$ cat config.mk
export PLATFORM = sky130hd
export DESIGN_NAME = deque_with_search_unit
export DESIGN_NICKNAME = d
export VERILOG_FILES = /design/src/dqs_pkg.sv /design/src/deque_with_search_unit.sv /design/src/dqs_ctrl.sv /design/src/dqs_dp.sv
export SDC_FILE = /design/constraint.sdc
export NUM_CORES = 1
export LEC_CHECK = 0
export BUFFER_PORTS_ARGS = -buffer_cell sky130_fd_sc_hd__buf_4
export CAP_MARGIN = 0
export CORE_MARGIN = 1.5
export CORE_UTILIZATION = 45
export CTS_BUF_LIST = sky130_fd_sc_hd__clkbuf_2
export DETAILED_ROUTE_END_ITERATION = 12
export PLACE_DENSITY = 0.63
export SLEW_MARGIN = 0
export SYNTH_ARGS = -nofsm -noshare
export SYNTH_HDL_FRONTEND = slang
export SYNTH_SLANG_ARGS = --single-unit
$ cat constraint.sdc
create_clock -name clock -period 5.44 [get_ports clock]
set_clock_uncertainty 0.1 [all_clocks]
set_input_delay 0.272 -clock clock [delete_from_list [all_inputs] [get_ports clock]]
set_output_delay 0.272 -clock clock [all_outputs]
set_load 0.005 [all_outputs]
$ cat src/dqs_pkg.sv
// shared types for the deque with search unit
// request codes and the command and status bundles between controller and datapath
// no dependencies
package dqs_pkg;

   // request codes carried on req_type
   typedef enum logic [2:0] {
      OP_PUSH_FRONT = 3'd0,
      OP_PUSH_BACK  = 3'd1,
      OP_DROP_FRONT = 3'd2,
      OP_DROP_BACK  = 3'd3,
      OP_SEARCH     = 3'd4
   } op_type;

   // width of the result count field
   localparam int unsigned RSP_COUNT_W = 5;

   // controller to datapath commands
   typedef struct packed {
      logic load_req;
      logic exec_op;
      logic srch_start;
      logic srch_step;
      logic rsp_load_srch;
   } dqs_cmd_type;

   // datapath to controller status
   typedef struct packed {
      logic is_search;
      logic srch_done;
   } dqs_stat_type;

endpackage

$ cat src/deque_with_search_unit.sv
// Bounded deque of signed 32-bit values with a membership scan.
// Push and drop requests: the request is captured, then its result is loaded when the result
// register is free; only then is the next request taken. Search: result and next request wait
// for a scan of the occupied slots, one slot memory read a cycle, paced by the single-port slot memory.
// Synchronous active-high reset empties the queue (head 0, count 0); slot contents are kept.
// Depends on dqs_pkg, dqs_ctrl and dqs_dp.
module deque_with_search_unit #(
   parameter int unsigned CAPACITY = 16
) (
   input  logic                           clock,
   input  logic                           reset,
   input  logic                           req_valid,
   output logic                           req_stall,
   input  logic [2:0]                     req_type,
   input  logic signed [31:0]             req_item_value,
   output logic                           rsp_valid,
   input  logic                           rsp_stall,
   output logic                           rsp_ok,
   output logic                           rsp_full_reject,
   output logic [dqs_pkg::RSP_COUNT_W-1:0] rsp_element_count,
   output logic                           rsp_is_empty
);
   import dqs_pkg::*;

   dqs_cmd_type  cmd;
   dqs_stat_type stat;

   // sequencing
   dqs_ctrl u_ctrl (
      .clock     (clock),
      .reset     (reset),
      .req_valid (req_valid),
      .req_stall (req_stall),
      .rsp_valid (rsp_valid),
      .rsp_stall (rsp_stall),
      .cmd       (cmd),
      .stat      (stat)
   );

   // storage and compute
   dqs_dp #(
      .CAPACITY (CAPACITY)
   ) u_dp (
      .clock             (clock),
      .reset             (reset),
      .cmd               (cmd),
      .stat              (stat),
      .req_type          (req_type),
      .req_item_value    (req_item_value),
      .rsp_ok            (rsp_ok),
      .rsp_full_reject   (rsp_full_reject),
      .rsp_element_count (rsp_element_count),
      .rsp_is_empty      (rsp_is_empty)
   );

endmodule

$ cat src/dqs_ctrl.sv
// controller state machine for the deque with search unit
// sequences request capture, execution, the slot scan and the result register
// depends on dqs_pkg
module dqs_ctrl (
   input  logic                  clock,
   input  logic                  reset,
   input  logic                  req_valid,
   output logic                  req_stall,
   output logic                  rsp_valid,
   input  logic                  rsp_stall,
   output dqs_pkg::dqs_cmd_type  cmd,
   input  dqs_pkg::dqs_stat_type stat
);
   import dqs_pkg::*;

   typedef enum logic [1:0] {
      ST_IDLE,
      ST_EXEC,
      ST_SRCH,
      ST_RESP
   } state_type;

   state_type state_ff;
   state_type state_in;
   logic      rsp_valid_ff;
   logic      rsp_valid_in;
   logic      out_free;

   // result register can take a new result this cycle
   assign out_free  = !rsp_valid_ff || !rsp_stall;
   assign req_stall = (state_ff != ST_IDLE);
   assign rsp_valid = rsp_valid_ff;

   // commands decoded from state
   always_comb begin
      cmd               = '0;
      cmd.load_req      = (state_ff == ST_IDLE) && req_valid;
      cmd.srch_start    = (state_ff == ST_EXEC) && stat.is_search;
      cmd.exec_op       = (state_ff == ST_EXEC) && !stat.is_search && out_free;
      cmd.srch_step     = (state_ff == ST_SRCH);
      cmd.rsp_load_srch = (state_ff == ST_RESP) && out_free;
   end

   // next state
   always_comb begin
      state_in = state_ff;
      case (state_ff)
         ST_IDLE: begin
            if (req_valid) state_in = ST_EXEC;
         end
         ST_EXEC: begin
            if (stat.is_search) state_in = ST_SRCH;
            else if (out_free)  state_in = ST_IDLE;
         end
         ST_SRCH: begin
            if (stat.srch_done) state_in = ST_RESP;
         end
         ST_RESP: begin
            if (out_free) state_in = ST_IDLE;
         end
         default: state_in = ST_IDLE;
      endcase
   end

   // result valid: set on load, cleared on transfer
   always_comb begin
      rsp_valid_in = rsp_valid_ff;
      if (cmd.exec_op || cmd.rsp_load_srch) rsp_valid_in = 1'b1;
      else if (!rsp_stall)                  rsp_valid_in = 1'b0;
   end

   // state and registered outputs
   always_ff @(posedge clock) begin
      if (reset) begin
         state_ff     <= ST_IDLE;
         rsp_valid_ff <= 1'b0;
      end else begin
         state_ff     <= state_in;
         rsp_valid_ff <= rsp_valid_in;
      end
   end

   // accepted request always moves to execution
   a_accept_exec: assert property (@(posedge clock) disable iff (reset)
      (req_valid && !req_stall) |=> (state_ff == ST_EXEC))
      else $error("accepted request did not enter execution");

   // an executed push or drop shows a result next cycle
   a_exec_result: assert property (@(posedge clock) disable iff (reset)
      cmd.exec_op |=> rsp_valid)
      else $error("executed request gave no result");

   // finished scan goes to the result state
   a_scan_end: assert property (@(posedge clock) disable iff (reset)
      (state_ff == ST_SRCH && stat.srch_done) |=> (state_ff == ST_RESP))
      else $error("finished scan did not move to result");

endmodule

$ cat src/dqs_dp.sv
// datapath for the deque with search unit
// circular slot memory, head and count registers, scan logic and result registers
// depends on dqs_pkg
module dqs_dp #(
   parameter int unsigned CAPACITY = 16
) (
   input  logic                           clock,
   input  logic                           reset,
   input  dqs_pkg::dqs_cmd_type           cmd,
   output dqs_pkg::dqs_stat_type          stat,
   input  logic [2:0]                     req_type,
   input  logic signed [31:0]             req_item_value,
   output logic                           rsp_ok,
   output logic                           rsp_full_reject,
   output logic [dqs_pkg::RSP_COUNT_W-1:0] rsp_element_count,
   output logic                           rsp_is_empty
);
   import dqs_pkg::*;

   localparam int unsigned AW = (CAPACITY > 1) ? $clog2(CAPACITY) : 1;
   localparam int unsigned CW = $clog2(CAPACITY + 1);
   localparam int unsigned SW = CW + 1;

   // slot memory, single port with registered read
   logic [31:0]        mem [CAPACITY];
   logic [31:0]        rd_data_ff;

   op_type             op_ff;
   logic signed [31:0] value_ff;
   logic [AW-1:0]      head_ff;
   logic [AW-1:0]      head_in;
   logic [CW-1:0]      count_ff;
   logic [CW-1:0]      count_in;
   logic [CW-1:0]      idx_ff;
   logic [CW-1:0]      idx_in;
   logic               pend_ff;
   logic               pend_in;
   logic               found_ff;
   logic               found_in;

   logic               rsp_ok_ff;
   logic               rsp_reject_ff;
   logic [CW-1:0]      rsp_count_ff;

   logic               full;
   logic               empty;
   logic               issue;
   logic [CW-1:0]      offset;
   logic [SW-1:0]      sum;
   logic [AW-1:0]      wrap_addr;
   logic [AW-1:0]      head_dec;
   logic [AW-1:0]      head_inc;
   logic [AW-1:0]      mem_addr;
   logic               mem_we;
   logic               mem_re;
   logic               ex_ok;
   logic               ex_reject;

   assign full  = (count_ff == CW'(CAPACITY));
   assign empty = (count_ff == '0);
   assign issue = cmd.srch_step && (idx_ff < count_ff);

   // head plus offset, wrapped into the ring
   assign offset = cmd.srch_step ? idx_ff : count_ff;
   always_comb begin
      sum = SW'(head_ff) + SW'(offset);
      if (sum >= SW'(CAPACITY)) sum = sum - SW'(CAPACITY);
      wrap_addr = sum[AW-1:0];
   end

   assign head_dec = (head_ff == '0) ? AW'(CAPACITY - 1) : head_ff - AW'(1);
   assign head_inc = (head_ff == AW'(CAPACITY - 1)) ? '0 : head_ff + AW'(1);

   // push, drop and no-op execution
   always_comb begin
      head_in   = head_ff;
      count_in  = count_ff;
      ex_ok     = 1'b0;
      ex_reject = 1'b0;
      mem_we    = 1'b0;
      mem_addr  = wrap_addr;
      case (op_ff)
         OP_PUSH_FRONT: begin
            mem_addr = head_dec;
            if (full) begin
               ex_reject = 1'b1;
            end else begin
               head_in  = head_dec;
               count_in = count_ff + CW'(1);
               mem_we   = 1'b1;
               ex_ok    = 1'b1;
            end
         end
         OP_PUSH_BACK: begin
            if (full) begin
               ex_reject = 1'b1;
            end else begin
               count_in = count_ff + CW'(1);
               mem_we   = 1'b1;
               ex_ok    = 1'b1;
            end
         end
         OP_DROP_FRONT: begin
            if (!empty) begin
               head_in  = head_inc;
               count_in = count_ff - CW'(1);
               ex_ok    = 1'b1;
            end
         end
         OP_DROP_BACK: begin
            if (!empty) begin
               count_in = count_ff - CW'(1);
               ex_ok    = 1'b1;
            end
         end
         default: begin
         end
      endcase
      if (!cmd.exec_op) begin
         head_in  = head_ff;
         count_in = count_ff;
         mem_we   = 1'b0;
      end
   end

   assign mem_re = issue;

   // slot memory access
   always_ff @(posedge clock) begin
      if (mem_we) mem[mem_addr] <= value_ff;
      if (mem_re) rd_data_ff <= mem[mem_addr];
   end

   // scan: issue one read a cycle, compare the previous read
   always_comb begin
      idx_in   = idx_ff;
      pend_in  = pend_ff;
      found_in = found_ff;
      if (cmd.srch_start) begin
         idx_in   = '0;
         pend_in  = 1'b0;
         found_in = 1'b0;
      end else if (cmd.srch_step) begin
         if (issue) idx_in = idx_ff + CW'(1);
         pend_in = issue;
         if (pend_ff && (rd_data_ff == value_ff)) found_in = 1'b1;
      end
   end

   assign stat.is_search = (op_ff == OP_SEARCH);
   assign stat.srch_done = !issue && !pend_ff;

   // control registers
   always_ff @(posedge clock) begin
      if (reset) begin
         head_ff  <= '0;
         count_ff <= '0;
         pend_ff  <= 1'b0;
      end else begin
         head_ff  <= head_in;
         count_ff <= count_in;
         pend_ff  <= pend_in;
      end
   end

   // request capture, scan index and match flag
   always_ff @(posedge clock) begin
      if (cmd.load_req) begin
         op_ff    <= op_type'(req_type);
         value_ff <= req_item_value;
      end
      idx_ff   <= idx_in;
      found_ff <= found_in;
   end

   // result registers
   always_ff @(posedge clock) begin
      if (cmd.exec_op) begin
         rsp_ok_ff     <= ex_ok;
         rsp_reject_ff <= ex_reject;
         rsp_count_ff  <= count_in;
      end else if (cmd.rsp_load_srch) begin
         rsp_ok_ff     <= found_ff;
         rsp_reject_ff <= 1'b0;
         rsp_count_ff  <= count_ff;
      end
   end

   assign rsp_ok            = rsp_ok_ff;
   assign rsp_full_reject   = rsp_reject_ff;
   assign rsp_element_count = RSP_COUNT_W'(rsp_count_ff);
   assign rsp_is_empty      = (rsp_count_ff == '0);

   // count never exceeds the ring size
   a_count_bound: assert property (@(posedge clock) disable iff (reset)
      count_ff <= CW'(CAPACITY))
      else $error("element count above capacity");

   // head stays inside the ring
   a_head_bound: assert property (@(posedge clock) disable iff (reset)
      SW'(head_ff) < SW'(CAPACITY))
      else $error("head index outside ring");

   // scan starts clean
   a_scan_clear: assert property (@(posedge clock) disable iff (reset)
      cmd.srch_start |=> (!found_ff && !pend_ff && idx_ff == '0))
      else $error("scan did not start clean");

endmodule

==> results.toml, run 1 <==
[outcome]
status = "finished, final reports clean"

[route]
drc = 0
ant_nets = 0
drt-wirelength-per-cell_um = 23.96
drt-pass1-iter-count = 5
drt_iter0_drc = 977
vias_per_cell = 5.613
vias = 12790
wl_um = 54580

[timing]
whs_ns = 0.1289
finalHoldViolCount = 0
fin_crit_sh = 0.8820
worst_slew_pin_slew_ns = 1.136
fmax_mhz = 208.4
fin_ws_ns = 0.6421
relSlewSlack = 0.2424
finalSetupViolCount = 0
final.setup.tns_ns = 0
rsz0062_at_grt = "no"
slew_violations = 0
min_period_ns = 4.798

[clock_tree]
root_buffer = "clkbuf_2"
cts-buffers-inserted = 149
clock_latency_ns = 1.31
cts_tree = "yes"
clk_pin_slew_ns = 0.10
ctsHtreeMaxLevel = 4
cts.sinks = 605
clockBufferDepth = 3

[logic_synthesis]
ys_seq_area_frac = 0.7598
synthArstFlopShare = 0
synthesis.area_um2 = 23660
synth_cell_types = 69
ys_seq_elements = 605
yosysTopAreaCell = "edfxtp_1"
netlist_instances = 1211
syn_area_per_cell_um2 = 19.54
synth.top_cell.area_share = 0.7437
syn_nets = 1263
yosys_warnings = 0
yosys-top-cells-count = "edfxtp_1, mux4_2, nand2_1"
synth_edf_count = 586
yosysMostFrequentCell = "edfxtp_1"
synth_area_leaders = "edfxtp_1, mux4_2, dfxtp_1, nand2_1, a22oi_1"
synthFlopType = "edfxtp_1"

[power]
power_per_cell_area_nw_per_um2 = 330.5
finalPower_uw = 9049
p_leak_uw = 0.009061
irDropWorstVdd_mv = 0.1747

[cells_and_area]
fin_nets = 1540
layout-drive-gt1-share = 0.2911
design_area_um2 = 27380
nFillCells = 4161
area_growth_pct = 15.72

[floorplanning]
die_w_um = 232.3
dieArea_um2 = 53960
boundaryPins = 49
die_h_um = 232.3
core_area_um2 = 51610
row_count = 83
initial_core_util = 0.4584

[placed_design]
dp_slack_ns = 0.7615
place_congestion = 0.8200
port_buffers = 48
place_area_um2 = 25040
dp_hpwl_um = 29970

[grt]
antenna_found_initial = 2
grt_pass1_vias = 13480
grt_first_pass_wirelength_um = 82750
grt_usage = 0.2116
grt_start_max_net_pins = 129
grt_overflow_total = 0

[setup_path]
reg2reg_depth = 12
timing.rr.end = "u_dp.mem[8][3]"
worstPathMaxFanout = 36
start_kind = "flip-flop"
crit_chain = "nor2b_1 > nand2_1 > o21ai_0 > ha_1 > inv_1 > fa_1 > xor2_1 > nand4_1 > a21oi_1 > a211o_2 > nor2b_4 > buf_4"
slowest_delay_ns = 0.70
reg2reg_slack_ns = 0.64
worstPathRequired_ns = 6.31
slowest_stage = "a211o_2"
cp.arrival_ns = 5.67
crit_type = "flip-flop to flip-flop"
r2r-start = "u_ctrl.state_ff[1]"
end_kind = "flip-flop"

[worst_hold_path]
hold_path_depth = 3
hp-start = "req_item_value[31]"
worstHoldEndpoint = "u_dp.value_ff[31]"
hold_class = "primary input to flip-flop"

[flow_run]
maxCapViolCount = 0
-- worst max-delay path by stage --
stage,start,to,slack [ns],depth (start not counted)
floorplan,u_ctrl.state_ff[0],u_dp.mem[13][0],0.95,14
global placement,u_ctrl.state_ff[1],u_dp.mem[10][15],0.82,11
detailed placement,u_ctrl.state_ff[1],u_dp.mem[8][0],0.76,12
CTS,u_ctrl.state_ff[1],u_dp.mem[0][2],0.71,13
global route,u_ctrl.state_ff[1],u_dp.mem[11][16],0.35,11
finish,u_ctrl.state_ff[1],u_dp.mem[8][3],0.64,12
-- critical path: cells and delay by family (launching register included) --
kind	cells	cell delay, ns
AOI/OAI and AO/OA	3	0.96
DFF	1	0.52
and+or+nand+nor	4	1.50
adders and majority gates	2	0.60
xor gates and xnor gates	1	0.33
buffers and inverters	2	0.45
-- layout by cell type, fill, tap and decap left out, drive strengths merged, types with 19 or more instances in the layout --
master / n
nand2: 85
dlygate4sd3: 96
dfxtp: 19
edfxtp: 586
xor2: 22
clkinv: 34
nor2b: 23
mux4: 102
nand3: 26
a22oi: 39
nor2: 31
a21oi: 19
clkbuf: 210
buf: 88
-- sequential cells by signal, indices dropped and copies added (netlist names) --
register,count
u_dp.idx_ff,5
u_dp.found_ff,1
u_dp.rsp_full_reject,1
u_dp.rsp_element_count,5
u_dp.op_ff,3
u_ctrl.rsp_valid,1
u_dp.count_ff,5
u_ctrl.state_ff,2
u_dp.rsp_ok,1
u_dp.mem,512
u_dp.head_ff,4
u_dp.value_ff,32
u_dp.rd_data_ff,32
u_dp.pend_ff,1
-- routing by layer --
layer | routed length (µm) | up-vias | global-route usage
met2 | 26400 | 469 | 0.3344
met1 | 23720 | 6615 | 0.2880
met4 | 1055 | 0 | 0.08279
met5 | 0 | - | 0
met3 | 3406 | 83 | 0.04543
li1 | - | 5620 | -
-- where the power goes --
part	switching (µW)	leakage, µW	internal, µW
registers	89.6	0.00545	5180
logic	387	0.00260	341
clock network	1810	0.00102	1240
total	2280	0.00906	6770
-- final cells by class --
type                    count  area, µm²  area share
clock inverters            47      322.8     0.01179
diodes                      4      10.01   0.0003656
inverters                  11      41.29    0.001508
repair buffers            184       1747     0.06379
well taps                 680      850.8     0.03107
clock buffers             210       1051     0.03839
multi-input cells         537       5380      0.1965
flip-flops and latches    605      17980      0.6566
-- what timing repair did --
action                                 CTS  global route
gates resized for setup                  0             0
buffers inserted                         0             0
endpoints found under the hold margin   98             0
hold buffers                            96             0
-- cell families after synthesis --
group	synth area share
XOR/XNOR	0.01444
AND/OR/NAND/NOR	0.04532
multiplexers	0.1054
flip-flops	0.7598
buffers and inverters	0.01809
AO/OA/AOI/OAI	0.04976
adder cells (fa/ha/maj)	0.007192
-- through the flow --
step	cells	utilization
after detailed placement	1921	0.4851
final	2278	0.5305
after global routing	2276	0.5304
after global placement	1921	0.4851
after CTS	2274	0.5303
after floorplan	1211	-
(Power assumes the default switching activity.)
==> run 2, diff against run 1 <==
MAX_ROUTING_LAYER = met4   (was not set)
REMOVE_ABC_BUFFERS = 1   (was not set)
==> results.toml, run 2 (same netlist as run 1, synthesis figures left out) <==
[grt]
grt_start_max_net_pins = 91
grt_overflow_total = 0
grt_usage = 0.2182
antenna_found_initial = 2
grt_pass1_vias = 13180
grt_first_pass_wirelength_um = 82480

[floorplanning]
dieArea_um2 = 53960
boundaryPins = 49
die_w_um = 232.3
row_count = 83
core_area_um2 = 51610
initial_core_util = 0.4584
die_h_um = 232.3

[outcome]
status = "finished, final reports clean"

[timing]
min_period_ns = 4.473
rsz0062_at_grt = "no"
slew_violations = 0
fmax_mhz = 223.6
worst_slew_pin_slew_ns = 1.306
relSlewSlack = 0.1258
final.setup.tns_ns = 0
finalSetupViolCount = 0
whs_ns = 0.1493
fin_crit_sh = 0.8222
finalHoldViolCount = 0

[clock_tree]
cts_post_setup_buffers_inserted = 0
cts-buffers-inserted = 155
cts_tree = "yes"
clockBufferDepth = 3
clock_latency_ns = 1.36
clk_pin_slew_ns = 0.13
post_cts_resized = 0
cts.sinks = 605
ctsHtreeMaxLevel = 4
root_buffer = "clkbuf_2"

[placed_design]
dp_hpwl_um = 31160
place_congestion = 0.7969
place_area_um2 = 25010
port_buffers = 48
placed_cells = 1927

[cells_and_area]
nFillCells = 4124
largestRegisters = "u_dp.mem x512, u_dp.rd_data_ff x32, u_dp.value_ff x32"
instances_no_fill = 2290
largest_register_ffs = 512
regMostFlops = "u_dp.mem"
layout-drive-gt1-share = 0.2960
fin_nets = 1564
mostFrequentLayoutCell = "edfxtp_1"
most-common-layout-cells = "edfxtp_1, clkbuf_2, dlygate4sd3_1, mux4_2, buf_4"
area_growth_pct = 16.27
design_area_um2 = 27510

[route]
vias_per_cell = 5.633
drt-wirelength-per-cell_um = 24.03
drt-pass1-iter-count = 6
drc = 0
ant_nets = 0
drt_iter0_drc = 1303
wl_um = 55040
vias = 12900

[worst_hold_path]
worstHoldEndpoint = "u_dp.op_ff[2]"
hp-start = "req_type[2]"
hold_path_depth = 3
hold_class = "primary input to flip-flop"

[setup_path]
cp.arrival_ns = 5.41
worstPathRequired_ns = 6.38
reg2reg_slack_ns = 0.97
timing.rr.end = "u_dp.rd_data_ff[6]"
start_kind = "flip-flop"
end_kind = "flip-flop"
crit_type = "flip-flop to flip-flop"
reg2reg_depth = 14
worstPathMaxFanout = 23
r2r-start = "u_ctrl.state_ff[1]"

[flow_run]
maxCapViolCount = 0

[power]
p_leak_uw = 0.009159
power_per_cell_area_nw_per_um2 = 333.7
irDropWorstVdd_mv = 0.1598
finalPower_uw = 9180
==> run 2: changes by cell type in the layout (fill, tap and decap cells not counted) <==
| cell | before | now |
|---|---|---|
| buf_12 | 10 | 4 |
| buf_4 | 78 | 90 |
| bufinv_16 | 4 | 7 |
| clkbuf_2 | 210 | 216 |
| clkinv_1 | 31 | 19 |
| clkinv_2 | 2 | 4 |
| clkinv_4 | 1 | 2 |
| clkinvlp_4 | 3 | 1 |
| diode_2 | 4 | 5 |
| dlygate4sd3_1 | 96 | 108 |
| inv_2 | 2 | 1 |
| inv_6 | 3 | 0 |
| inv_8 | 1 | 0 |
==> run 2: worst max-delay path: stages, from the launching register on <==
cell and delay (ns):
dfxtp_1 0.52, nor2b_1 0.20, buf_4 0.18, nand2_1 0.06, o21ai_0 0.09, ha_1 0.20, inv_1 0.06, fa_1 0.40
xor2_1 0.33, and4b_1 0.25, o21ai_1 0.09, nand3_2 0.62, buf_4 0.48, a22oi_1 0.47, nand2_1 0.09
==> run 2: how the worst max path moves through the flow <==
stage | start | to | slack, ns
2_1_floorplan | u_ctrl.state_ff[1] | u_dp.mem[12][0] | -1.53
3_3_place_gp | u_ctrl.state_ff[1] | u_dp.rd_data_ff[6] | 1.21
3_5_place_dp | u_ctrl.state_ff[1] | u_dp.rd_data_ff[6] | 1.15
4_1_cts | u_ctrl.state_ff[1] | u_dp.rd_data_ff[6] | 1.05
5_1_grt | u_ctrl.state_ff[1] | u_dp.rd_data_ff[6] | 0.70
6_report | u_ctrl.state_ff[1] | u_dp.rd_data_ff[6] | 0.97
==> run 2: area by class of cell <==
| cell class | instances | area, µm² | share of cell area |
|---|---|---|---|
| clock buffer | 216 | 1081 | 0.03930 |
| multi-input combinational | 537 | 5380 | 0.1956 |
| clock inverter | 34 | 330.3 | 0.01201 |
| antenna | 5 | 12.51 | 0.0004548 |
| sequential | 605 | 17980 | 0.6535 |
| timing repair buffer | 202 | 1837 | 0.06677 |
| inverter | 11 | 41.29 | 0.001501 |
| tap | 680 | 850.8 | 0.03093 |
==> run 2: repair_timing <==
| action | CTS | global route |
|---|---|---|
| endpoints found under the setup margin | 0 | 0 |
| endpoints found under the hold margin | 98 | 0 |
| hold buffers | 108 | 0 |
==> run 2: power by group <==
group	internal (µW)	switching (µW)	total, µW
clock network	1390	1780	3160
registers	5180	88.8	5270
logic	341	402	743
==> run 2: stage by stage <==
| stage | utilization | worst slack [ns] |
|---|---|---|
| 6_report | 0.5330 | 0.9674 |
| 5_1_grt | 0.5330 | 0.6984 |
| 3_3_place_gp | 0.4845 | 1.209 |
| 2_1_floorplan | - | -1.529 |
| 3_5_place_dp | 0.4845 | 1.147 |
| 4_1_cts | 0.5328 | 1.053 |
==> run 2: per-layer routing <==
| layer | vias up | routed length, µm | global-route usage |
|---|---|---|---|
| li1 | 5657 | - | - |
| met1 | 6642 | 23160 | 0.2841 |
| met2 | 519 | 26670 | 0.3330 |
| met3 | 81 | 4055 | 0.05673 |
| met4 | 0 | 1152 | 0.07752 |
| met5 | - | 0 | - |
